[src/rtl/core/ecg_ogc_pkg.sv]
// Shared types and constants of the ECG offset/gain AGC unit.
package ecg_ogc_pkg;

    // baseline tracking shifts
    localparam int BASE_FAST_SHIFT = 9;
    localparam int BASE_SLOW_SHIFT = 14;

    // amplitude tracker value after reset
    localparam int TRACKER_RESET = 4194304;

    // chart scaling is x128, done as a shift
    localparam int CHART_SCALE_SHIFT = 7;
    localparam int CHART_POS_LIMIT   = 127;
    localparam int CHART_NEG_LIMIT   = 128;
    localparam logic signed [7:0] CHART_MAX = 8'sd127;
    localparam logic signed [7:0] CHART_MIN = -8'sd128;

    // configuration port
    localparam int CFG_IDX_BITS  = 3;
    localparam int CFG_DATA_BITS = 25;

    // front-to-back queue depth, power of two
    localparam int QUEUE_DEPTH = 2;

    // register reset values
    localparam logic [23:0] DRIFT_LIMIT_RST     = 24'd200;
    localparam logic [24:0] AMP_THRESH_RST      = 25'd1200000;
    localparam logic [23:0] DIV_BIAS_RST        = 24'd1500000;
    localparam logic [4:0]  RISE_FAST_SHIFT_RST = 5'd5;
    localparam logic [4:0]  RISE_SLOW_SHIFT_RST = 5'd7;
    localparam logic [4:0]  FALL_FAST_SHIFT_RST = 5'd12;
    localparam logic [4:0]  FALL_SLOW_SHIFT_RST = 5'd13;

    typedef enum logic [CFG_IDX_BITS-1:0] {
        CFG_DRIFT_LIMIT     = 3'd0,
        CFG_AMP_THRESH      = 3'd1,
        CFG_DIV_BIAS        = 3'd2,
        CFG_RISE_FAST_SHIFT = 3'd3,
        CFG_RISE_SLOW_SHIFT = 3'd4,
        CFG_FALL_FAST_SHIFT = 3'd5,
        CFG_FALL_SLOW_SHIFT = 3'd6
    } t_cfg_idx;

    typedef struct packed {
        logic [23:0] drift_limit;
        logic [24:0] amp_thresh;
        logic [23:0] div_bias;
        logic [4:0]  rise_fast_shift;
        logic [4:0]  rise_slow_shift;
        logic [4:0]  fall_fast_shift;
        logic [4:0]  fall_slow_shift;
    } t_cfg;

    typedef enum logic [2:0] {
        F_IDLE,
        F_ERR,
        F_BASE,
        F_REM,
        F_GERR,
        F_AMP,
        F_PUSH
    } t_front_state;

    typedef enum logic [1:0] {
        B_IDLE,
        B_DIV,
        B_DONE
    } t_back_state;

endpackage

[src/rtl/core/ecg_ogc_ifs.sv]
// Stream interfaces for the sample input and chart value output channels.
interface ecg_ogc_sample_if #(
    parameter int SAMPLE_BITS = 24
) ();
    logic                          valid;
    logic                          ready;
    logic signed [SAMPLE_BITS-1:0] sample;

    modport source (output valid, output sample, input ready);
    modport sink   (input valid, input sample, output ready);
endinterface

interface ecg_ogc_chart_if ();
    logic              valid;
    logic              ready;
    logic signed [7:0] chart_value;

    modport source (output valid, output chart_value, input ready);
    modport sink   (input valid, input chart_value, output ready);
endinterface

[src/rtl/core/ecg_offset_gain_agc_unit.sv]
// Top level of the ECG baseline removal and gain control unit.
//
//  channel   dir  modport  payload                       word accepted when
//  i_smp     in   sink     sample      [SAMPLE_BITS] s   valid && ready
//  o_chart   out  source   chart_value [8] s             valid && ready
//  i_cfg_*   in   -        idx [3], data [25]            i_cfg_we high
//
// The front takes a sample, then runs six tracking steps; a full queue holds the last one.
// The back divides one bit per cycle, SAMPLE_BITS + 7 quotient bits per word;
// that restoring divider sets the sustained rate.
// A two-word queue sits between front and back; the output register lets the
// divider start the next word while a chart value waits to be taken.
// Synchronous reset restores tracker, baseline and registers; no clearing pass.
module ecg_offset_gain_agc_unit
    import ecg_ogc_pkg::*;
#(
    parameter int SAMPLE_BITS = 24
) (
    input  logic                     i_clk,
    input  logic                     i_rst_n,
    ecg_ogc_sample_if.sink           i_smp,
    ecg_ogc_chart_if.source          o_chart,
    input  logic                     i_cfg_we,
    input  logic [CFG_IDX_BITS-1:0]  i_cfg_idx,
    input  logic [CFG_DATA_BITS-1:0] i_cfg_data
);
    localparam int BW = SAMPLE_BITS + 1;
    localparam int TW = (SAMPLE_BITS + 1 > 23) ? SAMPLE_BITS + 1 : 23;
    localparam int DW = ((TW > 24) ? TW : 24) + 1;
    localparam int QW = BW + DW;

    t_cfg          r_cfg;
    logic          q_push_valid;
    logic          q_push_ready;
    logic [QW-1:0] q_push_data;
    logic          q_pop_valid;
    logic          q_pop_ready;
    logic [QW-1:0] q_pop_data;

    // configuration registers
    always_ff @(posedge i_clk) begin
        if (!i_rst_n) begin
            r_cfg.drift_limit     <= DRIFT_LIMIT_RST;
            r_cfg.amp_thresh      <= AMP_THRESH_RST;
            r_cfg.div_bias        <= DIV_BIAS_RST;
            r_cfg.rise_fast_shift <= RISE_FAST_SHIFT_RST;
            r_cfg.rise_slow_shift <= RISE_SLOW_SHIFT_RST;
            r_cfg.fall_fast_shift <= FALL_FAST_SHIFT_RST;
            r_cfg.fall_slow_shift <= FALL_SLOW_SHIFT_RST;
        end else if (i_cfg_we) begin
            case (t_cfg_idx'(i_cfg_idx))
                CFG_DRIFT_LIMIT:     r_cfg.drift_limit     <= i_cfg_data[23:0];
                CFG_AMP_THRESH:      r_cfg.amp_thresh      <= i_cfg_data[24:0];
                CFG_DIV_BIAS:        r_cfg.div_bias        <= i_cfg_data[23:0];
                CFG_RISE_FAST_SHIFT: r_cfg.rise_fast_shift <= i_cfg_data[4:0];
                CFG_RISE_SLOW_SHIFT: r_cfg.rise_slow_shift <= i_cfg_data[4:0];
                CFG_FALL_FAST_SHIFT: r_cfg.fall_fast_shift <= i_cfg_data[4:0];
                CFG_FALL_SLOW_SHIFT: r_cfg.fall_slow_shift <= i_cfg_data[4:0];
                default: ;
            endcase
        end
    end

    ecg_ogc_front #(
        .SAMPLE_BITS (SAMPLE_BITS)
    ) u_front (
        .i_clk        (i_clk),
        .i_rst_n      (i_rst_n),
        .i_cfg        (r_cfg),
        .i_smp        (i_smp),
        .o_push_valid (q_push_valid),
        .i_push_ready (q_push_ready),
        .o_push_data  (q_push_data)
    );

    ecg_ogc_queue #(
        .WIDTH (QW)
    ) u_queue (
        .i_clk        (i_clk),
        .i_rst_n      (i_rst_n),
        .i_push_valid (q_push_valid),
        .o_push_ready (q_push_ready),
        .i_push_data  (q_push_data),
        .o_pop_valid  (q_pop_valid),
        .i_pop_ready  (q_pop_ready),
        .o_pop_data   (q_pop_data)
    );

    ecg_ogc_back #(
        .SAMPLE_BITS (SAMPLE_BITS)
    ) u_back (
        .i_clk       (i_clk),
        .i_rst_n     (i_rst_n),
        .i_pop_valid (q_pop_valid),
        .o_pop_ready (q_pop_ready),
        .i_pop_data  (q_pop_data),
        .o_chart     (o_chart)
    );

    // reset empties the output register
    a_out_reset: assert property (@(posedge i_clk) !i_rst_n |=> !o_chart.valid)
        else $error("chart output valid after reset");

    // front is busy for the tracking steps after taking a sample
    a_front_busy: assert property (@(posedge i_clk) disable iff (!i_rst_n)
        (i_smp.valid && i_smp.ready) |=> !i_smp.ready)
        else $error("front took a sample while tracking");

    // a word stalled at the queue stays put
    a_push_hold: assert property (@(posedge i_clk) disable iff (!i_rst_n)
        (q_push_valid && !q_push_ready) |=> (q_push_valid && $stable(q_push_data)))
        else $error("queue word changed while stalled");

    // divider does not pop again while it works
    a_back_busy: assert property (@(posedge i_clk) disable iff (!i_rst_n)
        (q_pop_valid && q_pop_ready) |=> !q_pop_ready)
        else $error("divider popped while busy");

endmodule

[src/rtl/core/ecg_ogc_queue.sv]
// Small register FIFO between the tracking front and the divider back.
module ecg_ogc_queue
    import ecg_ogc_pkg::*;
#(
    parameter int WIDTH = 58
) (
    input  logic             i_clk,
    input  logic             i_rst_n,
    input  logic             i_push_valid,
    output logic             o_push_ready,
    input  logic [WIDTH-1:0] i_push_data,
    output logic             o_pop_valid,
    input  logic             i_pop_ready,
    output logic [WIDTH-1:0] o_pop_data
);
    localparam int PW = $clog2(QUEUE_DEPTH);

    logic [WIDTH-1:0] r_mem [QUEUE_DEPTH];
    logic [PW-1:0]    r_wr_ptr;
    logic [PW-1:0]    r_rd_ptr;
    logic [PW:0]      r_count;
    logic             push;
    logic             pop;

    assign o_push_ready = (r_count != (PW+1)'(QUEUE_DEPTH));
    assign o_pop_valid  = (r_count != '0);
    assign o_pop_data   = r_mem[r_rd_ptr];
    assign push         = i_push_valid && o_push_ready;
    assign pop          = o_pop_valid && i_pop_ready;

    // pointers and fill level
    always_ff @(posedge i_clk) begin
        if (!i_rst_n) begin
            r_wr_ptr <= '0;
            r_rd_ptr <= '0;
            r_count  <= '0;
        end else begin
            if (push) r_wr_ptr <= r_wr_ptr + 1'b1;
            if (pop)  r_rd_ptr <= r_rd_ptr + 1'b1;
            if (push && !pop)      r_count <= r_count + 1'b1;
            else if (pop && !push) r_count <= r_count - 1'b1;
        end
    end

    // storage, no reset
    always_ff @(posedge i_clk) begin
        if (push) r_mem[r_wr_ptr] <= i_push_data;
    end

endmodule

[src/rtl/core/ecg_ogc_front.sv]
// Front end: accepts samples, updates baseline and amplitude tracker, forms divisor.
module ecg_ogc_front
    import ecg_ogc_pkg::*;
#(
    parameter  int SAMPLE_BITS = 24,
    localparam int BW = SAMPLE_BITS + 1,
    localparam int TW = (SAMPLE_BITS + 1 > 23) ? SAMPLE_BITS + 1 : 23,
    localparam int DW = ((TW > 24) ? TW : 24) + 1,
    localparam int QW = BW + DW
) (
    input  logic                   i_clk,
    input  logic                   i_rst_n,
    input  t_cfg                   i_cfg,
    ecg_ogc_sample_if.sink         i_smp,
    output logic                   o_push_valid,
    input  logic                   i_push_ready,
    output logic [QW-1:0]          o_push_data
);
    localparam int EW = SAMPLE_BITS + 2;
    localparam int GW = TW + 1;
    localparam int CW = (GW > 25) ? GW : 25;

    t_front_state r_state, n_state;

    logic signed [SAMPLE_BITS-1:0] r_sample;
    logic signed [BW-1:0]          r_baseline;
    logic        [TW-1:0]          r_tracker;
    logic signed [EW-1:0]          r_err;
    logic signed [BW-1:0]          r_removed;
    logic signed [GW-1:0]          r_gerr;

    logic signed [EW-1:0] err_c;
    logic        [EW-1:0] mag_err;
    logic                 base_small;
    logic signed [EW-1:0] base_step;
    logic signed [BW-1:0] base_next;
    logic signed [BW-1:0] removed_c;
    logic        [BW-1:0] rem_mag;
    logic signed [GW-1:0] gerr_c;
    logic                 amp_pos;
    logic        [TW-1:0] amp_mag;
    logic                 amp_small;
    logic        [4:0]    amp_shift;
    logic        [TW-1:0] amp_delta;
    logic        [TW-1:0] trk_next;
    logic        [DW-1:0] den_c;

    // baseline error and step: slow shift for small errors
    assign err_c      = EW'(r_sample) - EW'(r_baseline);
    assign mag_err    = r_err[EW-1] ? EW'(-r_err) : EW'(r_err);
    assign base_small = CW'(mag_err) < CW'(i_cfg.drift_limit);
    assign base_step  = base_small ? (r_err >>> BASE_SLOW_SHIFT)
                                   : (r_err >>> BASE_FAST_SHIFT);
    assign base_next  = BW'(EW'(r_baseline) + base_step);

    // baseline-removed sample and amplitude error
    assign removed_c = BW'(EW'(r_sample) - EW'(r_baseline));
    assign rem_mag   = r_removed[BW-1] ? BW'(-r_removed) : BW'(r_removed);
    assign gerr_c    = $signed(GW'(rem_mag)) - $signed(GW'(r_tracker));

    // tracker rise/fall with threshold-selected shift
    assign amp_pos   = !r_gerr[GW-1];
    assign amp_mag   = TW'(r_gerr[GW-1] ? -r_gerr : r_gerr);
    assign amp_small = CW'(amp_mag) < CW'(i_cfg.amp_thresh);
    always_comb begin
        if (amp_pos) begin
            amp_shift = amp_small ? i_cfg.rise_slow_shift : i_cfg.rise_fast_shift;
        end else begin
            amp_shift = amp_small ? i_cfg.fall_slow_shift : i_cfg.fall_fast_shift;
        end
    end
    assign amp_delta = amp_mag >> amp_shift;
    assign trk_next  = amp_pos ? (r_tracker + amp_delta) : (r_tracker - amp_delta);

    // divisor from the updated tracker
    assign den_c = DW'(r_tracker) + DW'(i_cfg.div_bias);

    // next state
    always_comb begin
        n_state = r_state;
        case (r_state)
            F_IDLE: begin
                if (i_smp.valid) n_state = F_ERR;
            end
            F_ERR:  n_state = F_BASE;
            F_BASE: n_state = F_REM;
            F_REM:  n_state = F_GERR;
            F_GERR: n_state = F_AMP;
            F_AMP:  n_state = F_PUSH;
            F_PUSH: begin
                if (i_push_ready) n_state = F_IDLE;
            end
            default: n_state = F_IDLE;
        endcase
    end

    // handshake outputs
    always_comb begin
        i_smp.ready  = 1'b0;
        o_push_valid = 1'b0;
        case (r_state)
            F_IDLE:  i_smp.ready  = 1'b1;
            F_PUSH:  o_push_valid = 1'b1;
            default: begin
                i_smp.ready  = 1'b0;
                o_push_valid = 1'b0;
            end
        endcase
    end

    assign o_push_data = {r_removed, den_c};

    // state and tracking registers
    always_ff @(posedge i_clk) begin
        if (!i_rst_n) begin
            r_state    <= F_IDLE;
            r_baseline <= '0;
            r_tracker  <= TW'(TRACKER_RESET);
        end else begin
            r_state <= n_state;
            case (r_state)
                F_BASE:  r_baseline <= base_next;
                F_AMP:   r_tracker  <= trk_next;
                default: ;
            endcase
        end
    end

    // per-word working registers
    always_ff @(posedge i_clk) begin
        case (r_state)
            F_IDLE:  r_sample  <= i_smp.sample;
            F_ERR:   r_err     <= err_c;
            F_REM:   r_removed <= removed_c;
            F_GERR:  r_gerr    <= gerr_c;
            default: ;
        endcase
    end

endmodule

[src/rtl/core/ecg_ogc_back.sv]
// Back end: restoring divider, chart saturation and output register.
module ecg_ogc_back
    import ecg_ogc_pkg::*;
#(
    parameter  int SAMPLE_BITS = 24,
    localparam int BW = SAMPLE_BITS + 1,
    localparam int TW = (SAMPLE_BITS + 1 > 23) ? SAMPLE_BITS + 1 : 23,
    localparam int DW = ((TW > 24) ? TW : 24) + 1,
    localparam int QW = BW + DW
) (
    input  logic          i_clk,
    input  logic          i_rst_n,
    input  logic          i_pop_valid,
    output logic          o_pop_ready,
    input  logic [QW-1:0] i_pop_data,
    ecg_ogc_chart_if.source o_chart
);
    localparam int NW   = SAMPLE_BITS + CHART_SCALE_SHIFT;
    localparam int CNTW = $clog2(NW);

    t_back_state r_state, n_state;

    logic [NW-1:0]   r_num;
    logic [DW-1:0]   r_rem;
    logic [DW-1:0]   r_den;
    logic            r_neg;
    logic            r_zero;
    logic [CNTW-1:0] r_cnt;
    logic signed [7:0] r_chart;
    logic            r_out_valid;

    logic signed [BW-1:0] rem_in;
    logic        [BW-1:0] mag_in;
    logic        [DW:0]   rem_sh;
    logic                 q_bit;
    logic        [DW:0]   rem_sub;
    logic signed [7:0]    chart_c;
    logic                 pop;
    logic                 load_out;

    assign rem_in = $signed(i_pop_data[QW-1:DW]);
    assign mag_in = rem_in[BW-1] ? BW'(-rem_in) : BW'(rem_in);

    // one quotient bit per cycle
    assign rem_sh  = {r_rem, r_num[NW-1]};
    assign q_bit   = (rem_sh >= {1'b0, r_den});
    assign rem_sub = rem_sh - {1'b0, r_den};

    // sign, truncation toward zero and saturation
    always_comb begin
        if (r_zero) begin
            chart_c = '0;
        end else if (!r_neg) begin
            chart_c = (r_num > NW'(CHART_POS_LIMIT)) ? CHART_MAX : $signed(r_num[7:0]);
        end else begin
            chart_c = (r_num > NW'(CHART_NEG_LIMIT)) ? CHART_MIN
                                                     : $signed(8'd0 - r_num[7:0]);
        end
    end

    // next state
    always_comb begin
        n_state = r_state;
        case (r_state)
            B_IDLE: begin
                if (i_pop_valid) n_state = B_DIV;
            end
            B_DIV: begin
                if (r_cnt == '0) n_state = B_DONE;
            end
            B_DONE: begin
                if (!r_out_valid || o_chart.ready) n_state = B_IDLE;
            end
            default: n_state = B_IDLE;
        endcase
    end

    // control outputs
    always_comb begin
        o_pop_ready = 1'b0;
        load_out    = 1'b0;
        case (r_state)
            B_IDLE:  o_pop_ready = 1'b1;
            B_DONE:  load_out    = !r_out_valid || o_chart.ready;
            default: begin
                o_pop_ready = 1'b0;
                load_out    = 1'b0;
            end
        endcase
    end

    assign pop = i_pop_valid && o_pop_ready;

    // control registers
    always_ff @(posedge i_clk) begin
        if (!i_rst_n) begin
            r_state     <= B_IDLE;
            r_out_valid <= 1'b0;
        end else begin
            r_state <= n_state;
            if (load_out)           r_out_valid <= 1'b1;
            else if (o_chart.ready) r_out_valid <= 1'b0;
        end
    end

    // divider datapath
    always_ff @(posedge i_clk) begin
        if (pop) begin
            r_num  <= {mag_in[SAMPLE_BITS-1:0], {CHART_SCALE_SHIFT{1'b0}}};
            r_rem  <= '0;
            r_den  <= i_pop_data[DW-1:0];
            r_neg  <= rem_in[BW-1];
            r_zero <= (rem_in == '0);
            r_cnt  <= CNTW'(NW - 1);
        end else if (r_state == B_DIV) begin
            r_num <= {r_num[NW-2:0], q_bit};
            r_rem <= q_bit ? rem_sub[DW-1:0] : rem_sh[DW-1:0];
            r_cnt <= r_cnt - 1'b1;
        end
        if (load_out) r_chart <= chart_c;
    end

    assign o_chart.valid       = r_out_valid;
    assign o_chart.chart_value = r_chart;

endmodule
[src/flat_wrapper.sv]
// flat-port wrapper written by rule: the top's interface ports become plain ports
module ecg_offset_gain_agc_unit_flat import ecg_ogc_pkg::*;
#(
    parameter int SAMPLE_BITS = 24
)
  (i_clk, i_rst_n, i_cfg_we, i_cfg_idx, i_cfg_data, i_smp_valid, i_smp_sample, i_smp_ready, o_chart_valid, o_chart_chart_value, o_chart_ready);
  ecg_ogc_sample_if #(.SAMPLE_BITS(SAMPLE_BITS)) i_smp_i ();
  ecg_ogc_chart_if o_chart_i ();
  input  logic i_clk;
  input  logic i_rst_n;
  input  logic i_cfg_we;
  input  logic [CFG_IDX_BITS-1:0] i_cfg_idx;
  input  logic [CFG_DATA_BITS-1:0] i_cfg_data;
  input wire logic [$bits(i_smp_i.valid)-1:0] i_smp_valid;
  input wire logic [$bits(i_smp_i.sample)-1:0] i_smp_sample;
  output wire logic [$bits(i_smp_i.ready)-1:0] i_smp_ready;
  output wire logic [$bits(o_chart_i.valid)-1:0] o_chart_valid;
  output wire logic [$bits(o_chart_i.chart_value)-1:0] o_chart_chart_value;
  input wire logic [$bits(o_chart_i.ready)-1:0] o_chart_ready;
  assign i_smp_i.valid = i_smp_valid;
  assign i_smp_i.sample = i_smp_sample;
  assign i_smp_ready = i_smp_i.ready;
  assign o_chart_valid = o_chart_i.valid;
  assign o_chart_chart_value = o_chart_i.chart_value;
  assign o_chart_i.ready = o_chart_ready;
  ecg_offset_gain_agc_unit #(.SAMPLE_BITS(SAMPLE_BITS)) u_core (.i_clk(i_clk), .i_rst_n(i_rst_n), .i_smp(i_smp_i), .o_chart(o_chart_i), .i_cfg_we(i_cfg_we), .i_cfg_idx(i_cfg_idx), .i_cfg_data(i_cfg_data));
endmodule
[config.mk]
export PLATFORM = sky130hd
export DESIGN_NAME = ecg_offset_gain_agc_unit_flat
export DESIGN_NICKNAME = d
export VERILOG_FILES = /design/src/rtl/core/ecg_ogc_pkg.sv /design/src/rtl/core/ecg_ogc_ifs.sv /design/src/rtl/core/ecg_offset_gain_agc_unit.sv /design/src/rtl/core/ecg_ogc_queue.sv /design/src/rtl/core/ecg_ogc_front.sv /design/src/rtl/core/ecg_ogc_back.sv /design/src/flat_wrapper.sv
export SDC_FILE = /design/constraint.sdc
export NUM_CORES = 1
export LEC_CHECK = 0
export BUFFER_PORTS_ARGS = -buffer_cell sky130_fd_sc_hd__buf_2
export CORE_UTILIZATION = 25
export CTS_CLUSTER_DIAMETER = 150
export DETAILED_ROUTE_END_ITERATION = 12
export PLACE_DENSITY = 0.35
export SLEW_MARGIN = 20
export SYNTH_ARGS = -nofsm -noshare
export SYNTH_HDL_FRONTEND = slang
export SYNTH_SLANG_ARGS = --single-unit
[constraint.sdc]
create_clock -name i_clk -period 11 [get_ports i_clk]
set_input_delay 1.1 -clock i_clk [delete_from_list [all_inputs] [get_ports i_clk]]
set_output_delay 1.1 -clock i_clk [all_outputs]
set_load 0.03 [all_outputs]
==> results.py, run 1 <==
metrics = {
    "finish": {
        "drive_gt1_share_pct": 9.91,
        "fin_nets": 3347,
        "area_growth_pct": 14.2,
        "final_cell_area_um2": 32200,
        "instances_no_fill": 4618,
    },
    "timing": {
        "period_minus_slack_ns": 10.05,
        "hold_viol_final": 0,
        "final.setup.tns_ns": 0,
        "post-route-period-util_pct": 91.4,
        "finClkSkew_ns": 0.0443,
        "maxSlewViolCount": 0,
        "rsz0062_at_grt": "no",
        "slew_headroom_pct": 26.3,
        "hold_slack_ns": 0.457,
        "finalSetupViolCount": 0,
        "worstMarginPinSlew_ns": 1.10,
        "max_freq_ghz": 0.0995,
    },
    "critical_path": {
        "worstSetupPathType": "register to register",
        "max_stage_delay_ns": 0.63,
        "worstPathRequired_ns": 11.59,
        "critical_path.slowest_cell": "a22o_1",
        "end_kind": "register",
        "critPathLaunchType": "register",
        "reg2regPathDepth": 39,
        "arrival_ns": 10.65,
        "path_max_fanout": 13,
    },
    "drt": {
        "wl_um": 88800,
        "final_antenna_net_count": 0,
        "viasPerCell": 4.73,
        "firstDrtPassIters": 5,
        "wl_per_cell_um": 19.2,
        "drt_iter0_markers": 1145,
        "num_vias": 21835,
        "drc": 0,
    },
    "clock_tree": {
        "tritoncts": "done",
        "htree_levels": 2,
        "clk_path_buf_depth": 3,
        "clk_latency_ns": 0.67,
        "clockRootBuffer": "clkbuf_16",
        "cts.sinks": 455,
        "clk_pin_slew_worst_paths_ns": 0.06,
        "cts_buffers": 59,
    },
    "grt": {
        "grt_overflow": 0,
        "gr-usage-all-layers_pct": 15.5,
        "grt_pass1_wl_um": 134000,
        "grt_max_degree": 81,
        "antenna_found_initial": 4,
        "grt_pass1_vias": 21420,
    },
    "min_path": {
        "hold_depth": 2,
        "hp-class": "register to register",
    },
    "die": {
        "die_w_um": 338,
        "fp.coreArea_um2": 111000,
        "rows": 122,
        "start_util_pct": 25.4,
        "pin_count": 67,
        "die-area_um2": 114000,
        "die_y_um": 338,
    },
    "synth": {
        "syn_area_um2": 28200,
        "yosys_register_bits": 455,
        "synth-async-reset-ratio_pct": 0,
        "synth_edf_count": 263,
        "syn_nets": 3291,
        "synthCells": 3023,
        "yosys.area.top_type": "edfxtp_1",
        "synthTopCellsByArea": "edfxtp_1, dfxtp_1, ha_1",
        "yosysWarnings": 0,
        "synth_top_area_share_pct": 28.0,
        "syn_avg_cell_area_um2": 9.33,
        "ys.flop_type": "edfxtp_1",
        "ys_seq_area_share_pct": 41.6,
        "synth.distinct_cells": 102,
    },
    "power": {
        "p_per_area_nw_per_um2": 189,
        "p_total_w": 0.00609,
        "p_leak_nw": 12.1,
        "ir_drop_uv": 170,
    },
    "status": {
        "status": "finished, final reports clean",
    },
    "placement": {
        "io_buffers": 66,
        "gp_congestion": 0.826,
        "dp.cells": 4503,
        "place_area_um2": 30300,
        "dp_hpwl_um": 67400,
    },
    "flow_run": {
        "drv_cap": 0,
    },
}
report_power, final:
| part | leakage [nW] | switching (W) | internal [W] | total [W] |
|---|---|---|---|---|
| combinational | 7.19 | 0.00118 | 0.000744 | 0.00192 |
| sequential | 3.99 | 0.000149 | 0.00209 | 0.00224 |
| clock | 0.934 | 0.000797 | 0.00113 | 0.00193 |
| total | 12.1 | 0.00212 | 0.00397 | 0.00609 |
logic make-up after synthesis:
kind of cell,after synthesis,share of synthesized area [%]
AOI/OAI and AO/OA,711,16.1
DFF,455,41.6
muxes,140,5.28
and+or+nand+nor,969,16.4
adders and majority gates,211,9.52
buffers and inverters,321,4.40
xor gates and xnor gates,216,6.73
worst paths after layout:
kind                                 startpoint                                   endpoint  slack, ns
min               u_core.r_cfg[82]$_SDFFE_PN0P_              u_core.r_cfg[82]$_SDFFE_PN0P_       0.46
min reg2reg       u_core.r_cfg[82]$_SDFFE_PN0P_              u_core.r_cfg[82]$_SDFFE_PN0P_       0.46
max reg2reg  u_core.u_front.r_gerr[3]$_DFFE_PN_  u_core.u_front.r_tracker[24]$_SDFFE_PN0P_       0.95
max          u_core.u_front.r_gerr[3]$_DFFE_PN_  u_core.u_front.r_tracker[24]$_SDFFE_PN0P_       0.95
sequential cells by signal (all words and copies together) (netlist names), named ones only:
register	cells
u_core.r_cfg	93
u_core.u_back.o_chart.chart_value	8
u_core.u_back.o_chart.valid	1
u_core.u_back.r_cnt	5
u_core.u_back.r_den	26
u_core.u_back.r_neg	1
u_core.u_back.r_num	31
u_core.u_back.r_rem	26
u_core.u_back.r_state	2
u_core.u_back.r_zero	1
u_core.u_front.r_baseline	25
u_core.u_front.r_err	26
u_core.u_front.r_gerr	26
u_core.u_front.r_removed	25
u_core.u_front.r_sample	24
u_core.u_front.r_state	3
u_core.u_front.r_tracker	25
u_core.u_queue.r_count	2
u_core.u_queue.r_mem	102
u_core.u_queue.r_rd_ptr	1
u_core.u_queue.r_wr_ptr	1
routing by layer:
layer / part of all wire (%) / track usage (%)
met1: 49 / 21.5
met4: 2.2 / 3.88
met2: 45 / 24.9
met5: 0 / 0
met3: 3.7 / 2.33
layout make-up:
cell class,count,area [µm²]
repair buffers,101,593
clock buffers,80,1670
well taps,1488,1860
fillers,11708,79000
multi-input cells,2247,15300
diodes,1,2.50
flip-flops and latches,455,11700
inverters,215,810
clock inverters,31,272
timing repair:
| item | CTS | global route |
|---|---|---|
| setup buffers | 0 | 3 |
| gates resized for setup | 0 | 1 |
| endpoints found under the setup margin | 0 | 1 |
| hold buffers | 0 | 0 |
cell usage after synthesis, types with 34 or more instances:
master and number:
a21o_1 34, nand2_1 410, nand3_1 65, ha_1 205
clkbuf_1 83, inv_1 211, nor3_1 60, dfxtp_1 192
nor2_1 183, a21oi_1 233, xnor2_1 148, mux2i_1 90
mux2_2 47, o21ai_0 175, xor2_1 67, nor2b_1 38
nand2b_1 38, edfxtp_1 263
worst max-delay path, delay by kind of cell (launching register included):
| family | cells | cell delay [ns] |
|---|---|---|
| buf+inv | 4 | 0.56 |
| fa+ha+maj | 3 | 0.93 |
| compound gates | 19 | 4.82 |
| xor+xnor | 1 | 0.29 |
| flops | 1 | 0.48 |
| simple gates | 12 | 2.91 |
cells in the final DEF, fill, tap and decap left out, types with 17 or more instances in the layout:
cell type,count
nand3_1,65
a211oi_1,20
o21ai_0,174
dfxtp_1,191
and3_1,23
o31ai_1,27
mux2_2,47
a21boi_0,18
buf_4,35
edfxtp_1,263
and2_1,21
buf_2,66
nand2_1,410
nor3_1,59
ha_1,205
xor2_1,67
o21bai_1,17
inv_1,210
mux2i_1,90
nor2b_1,36
nand2b_1,38
o21a_1,20
a21o_1,34
clkbuf_16,60
nor2_1,180
nor4_1,19
or3_1,30
xnor2_1,148
a31oi_1,24
a21oi_1,233
per-stage QoR:
step           utilization, %  setup WS, ns
5_1_grt                  29.0        0.0254
3_3_place_gp             27.2          1.02
4_1_cts                  28.9         0.774
2_1_floorplan               -          2.43
6_report                 29.0         0.946
3_5_place_dp             27.2         0.865
No activity file was read; power rests on OpenSTA's default activity.
==> run 2: changes to the inputs <==
--- a/config.mk
+++ b/config.mk
@@ -13,4 +13,5 @@
 export SLEW_MARGIN = 20
 export SYNTH_ARGS = -nofsm -noshare
 export SYNTH_HDL_FRONTEND = slang
+export SYNTH_HIERARCHICAL = 1
 export SYNTH_SLANG_ARGS = --single-unit
==> run 2 against run 1 <==
- non-clock buffer count up 8
- clock power up 4%
- largest power group unchanged
- via count up 1.1%
- largest cell class unchanged
- sequential share of layout area down 0.90 points
- the run now ends with design-rule violations left
==> results.py, run 2 <==
metrics = {
    "placement": {
        "gp_congestion": 0.868,
        "place_area_um2": 31000,
        "dp_hpwl_um": 68900,
        "dp_worst_setup_slack_ns": 0.655,
        "io_buffers": 66,
    },
    "synth": {
        "synth-async-reset-ratio_pct": 0,
        "synth_edf_count": 263,
        "ys.flop_type": "edfxtp_1",
        "synth.distinct_cells": 104,
        "synthAdderAreaFrac_pct": 9.21,
        "synth_top_area_share_pct": 27.2,
        "synthTopCellsByArea": "edfxtp_1, dfxtp_1, ha_1",
        "syn_avg_cell_area_um2": 9.55,
        "syn_area_um2": 29000,
        "synthCells": 3036,
        "yosysWarnings": 6,
        "yosys.area_share.simple_pct": 15.9,
        "synth_top_family_by_area": "simple AND/OR/NAND/NOR gates",
        "synth_most_common_cell": "nand2_1",
        "yosys_register_bits": 455,
        "yosys.area.top_type": "edfxtp_1",
        "synth_compound_area_share_pct": 15.0,
        "synthTopCellsByCount": "nand2_1, edfxtp_1, inv_1, ha_1, a21oi_1",
        "syn_nets": 3303,
        "synthXorXnorAreaFrac_pct": 6.55,
        "ys_seq_area_share_pct": 40.5,
        "synthMuxAreaShare_pct": 7.96,
    },
    "finish": {
        "largest_register_ffs": 102,
        "largest_register": "u_core/u_queue/r_mem",
        "final_cell_area_um2": 33100,
        "fillerInstances": 11990,
        "layout_common_cells": "nand2_1, edfxtp_1, inv_1, ha_1, a21oi_1",
        "drive_gt1_share_pct": 11.8,
        "area_growth_pct": 14.0,
        "fin_nets": 3361,
        "mostFrequentLayoutCell": "nand2_1",
        "reg_top3": "u_core/u_queue/r_mem: 102 flops, u_core/r_cfg: 93 flops, u_core/u_back/r_num: 31 flops",
    },
    "drt": {
        "final_antenna_net_count": 0,
        "drt_iter0_markers": 1267,
        "wl_per_cell_um": 19.3,
        "num_vias": 22084,
        "viasPerCell": 4.74,
        "firstDrtPassIters": 10,
        "wl_um": 89800,
        "drc": 6,
    },
    "die": {
        "rows": 124,
        "die_y_um": 343,
        "start_util_pct": 25.3,
        "pin_count": 67,
        "die-area_um2": 117000,
        "die_w_um": 343,
        "fp.coreArea_um2": 115000,
    },
    "grt": {
        "grt_max_degree": 64,
        "grt_overflow": 0,
        "grt_pass1_wl_um": 136000,
        "antenna_found_initial": 3,
        "grt_pass1_vias": 21961,
        "gr-usage-all-layers_pct": 15.1,
    },
    "power": {
        "p_total_w": 0.00613,
        "p_per_area_nw_per_um2": 185,
        "ir_drop_uv": 121,
        "p_leak_nw": 12.6,
    },
    "critical_path": {
        "critPathLaunchType": "register",
        "worstPathRequired_ns": 11.57,
        "cp_num_buf_inv": 2,
        "path_max_fanout": 10,
        "critical_path.slowest_cell": "a221oi_1",
        "path_delay_family": "compound AO/OA/AOI/OAI gates",
        "crit_top_cell": "a21oi_1",
        "worstSetupPathType": "register to register",
        "end_kind": "register",
        "arrival_ns": 10.75,
        "worstReg2RegStart": "u_core/u_front/r_gerr[0]$_DFFE_PN_",
        "crit_start": "u_core/u_front/r_gerr[0]$_DFFE_PN_",
        "max_stage_delay_ns": 0.56,
    },
    "clock_tree": {
        "cts_buffers": 59,
        "clockRootBuffer": "clkbuf_16",
        "tritoncts": "done",
        "cts_hold_buf": 0,
        "clk_pin_slew_worst_paths_ns": 0.06,
        "clk_latency_ns": 0.65,
        "cts.sinks": 455,
        "htree_levels": 2,
        "clk_path_buf_depth": 3,
    },
    "status": {
        "status": "finished with violations",
        "violations": "design-rule violations",
    },
    "timing": {
        "max_freq_ghz": 0.0982,
        "finalSetupViolCount": 0,
        "maxSlewViolCount": 0,
        "finClkSkew_ns": 0.0282,
        "final.setup.tns_ns": 0,
        "period_minus_slack_ns": 10.18,
        "rsz0062_at_grt": "no",
        "hold_viol_final": 0,
        "hold_slack_ns": 0.459,
        "slew_headroom_pct": 27.8,
        "post-route-period-util_pct": 92.6,
        "layout_setup_ws_ns": 0.819,
        "worstMarginPinSlew_ns": 1.08,
    },
    "min_path": {
        "hp-class": "register to register",
        "hp-start": "u_core/r_cfg[63]$_SDFFE_PN0P_",
    },
    "flow_run": {
        "drv_cap": 0,
    },
}
## run 2: worst register-to-register path, delay by kind of cell (launching register included)
| kind | cells | cell delay [ns] |
|---|---|---|
| compound gates | 21 | 4.96 |
| simple gates | 10 | 2.74 |
| fa+ha+maj | 3 | 0.77 |
| mux | 2 | 0.50 |
| xor+xnor | 2 | 0.47 |
| flops | 1 | 0.44 |
| buf+inv | 2 | 0.23 |
## run 2: final cells by class
type | count | area, µm² | share of cell area, %
Clock inverter | 33 | 395 | 1.20
Sequential cell | 455 | 11700 | 35.5
Tap cell | 1512 | 1890 | 5.72
Timing Repair Buffer | 109 | 656 | 1.98
Inverter | 227 | 852 | 2.58
Clock buffer | 78 | 1620 | 4.89
Multi-Input combinational cell | 2242 | 15900 | 48.1
Antenna cell | 2 | 5.00 | 0.0151
## run 2: routing by layer
metal  up-vias  wire length [µm]  global-route usage [%]
met4         0              2400                    4.51
li1      11052                 -                       -
met3       122              2490                    1.76
met5         -                 0                       0
met1     10552             45000                    21.4
met2       358             39800                    24.1
## run 2: path summary, 6_finish.rpt
kind / end / cells after the start / slack [ns]
worst max-delay path: u_core/u_front/r_tracker[24]$_SDFFE_PN0P_ / 40 / 0.82
worst min register to register: u_core/r_cfg[63]$_SDFFE_PN0P_ / 2 / 0.46
worst max register to register: u_core/u_front/r_tracker[24]$_SDFFE_PN0P_ / 40 / 0.82
worst min-delay path: u_core/r_cfg[63]$_SDFFE_PN0P_ / 2 / 0.46
## run 2: timing repair
item                                    in CTS  in global routing
gates resized for setup                      0                  5
endpoints found under the setup margin       0                  3
setup buffers                                0                  7
## run 2: report_power, final
group	switching [W]	leakage (nW)	internal (W)	total (W)
clock network	0.000784	0.982	0.00122	0.00200
registers	0.000151	3.98	0.00209	0.00224
logic	0.00116	7.66	0.000723	0.00188
## run 2: kinds of logic (layout without fill, tap and decap cells)
group	count (synthesis)	count (layout)
other	0	2
xor gates and xnor gates	217	217
buffers and inverters	339	447
AOI/OAI and AO/OA	683	683
adders and majority gates	210	210
muxes	212	212
DFF	455	455
and+or+nand+nor	920	920
## run 2: per-stage QoR
stage / util [%] / cells
2_1_floorplan: - / 3036
3_3_place_gp: 27.0 / 4538
3_5_place_dp: 27.0 / 4538
4_1_cts: 28.8 / 4649
5_1_grt: 28.8 / 4656
6_report: 28.8 / 4658
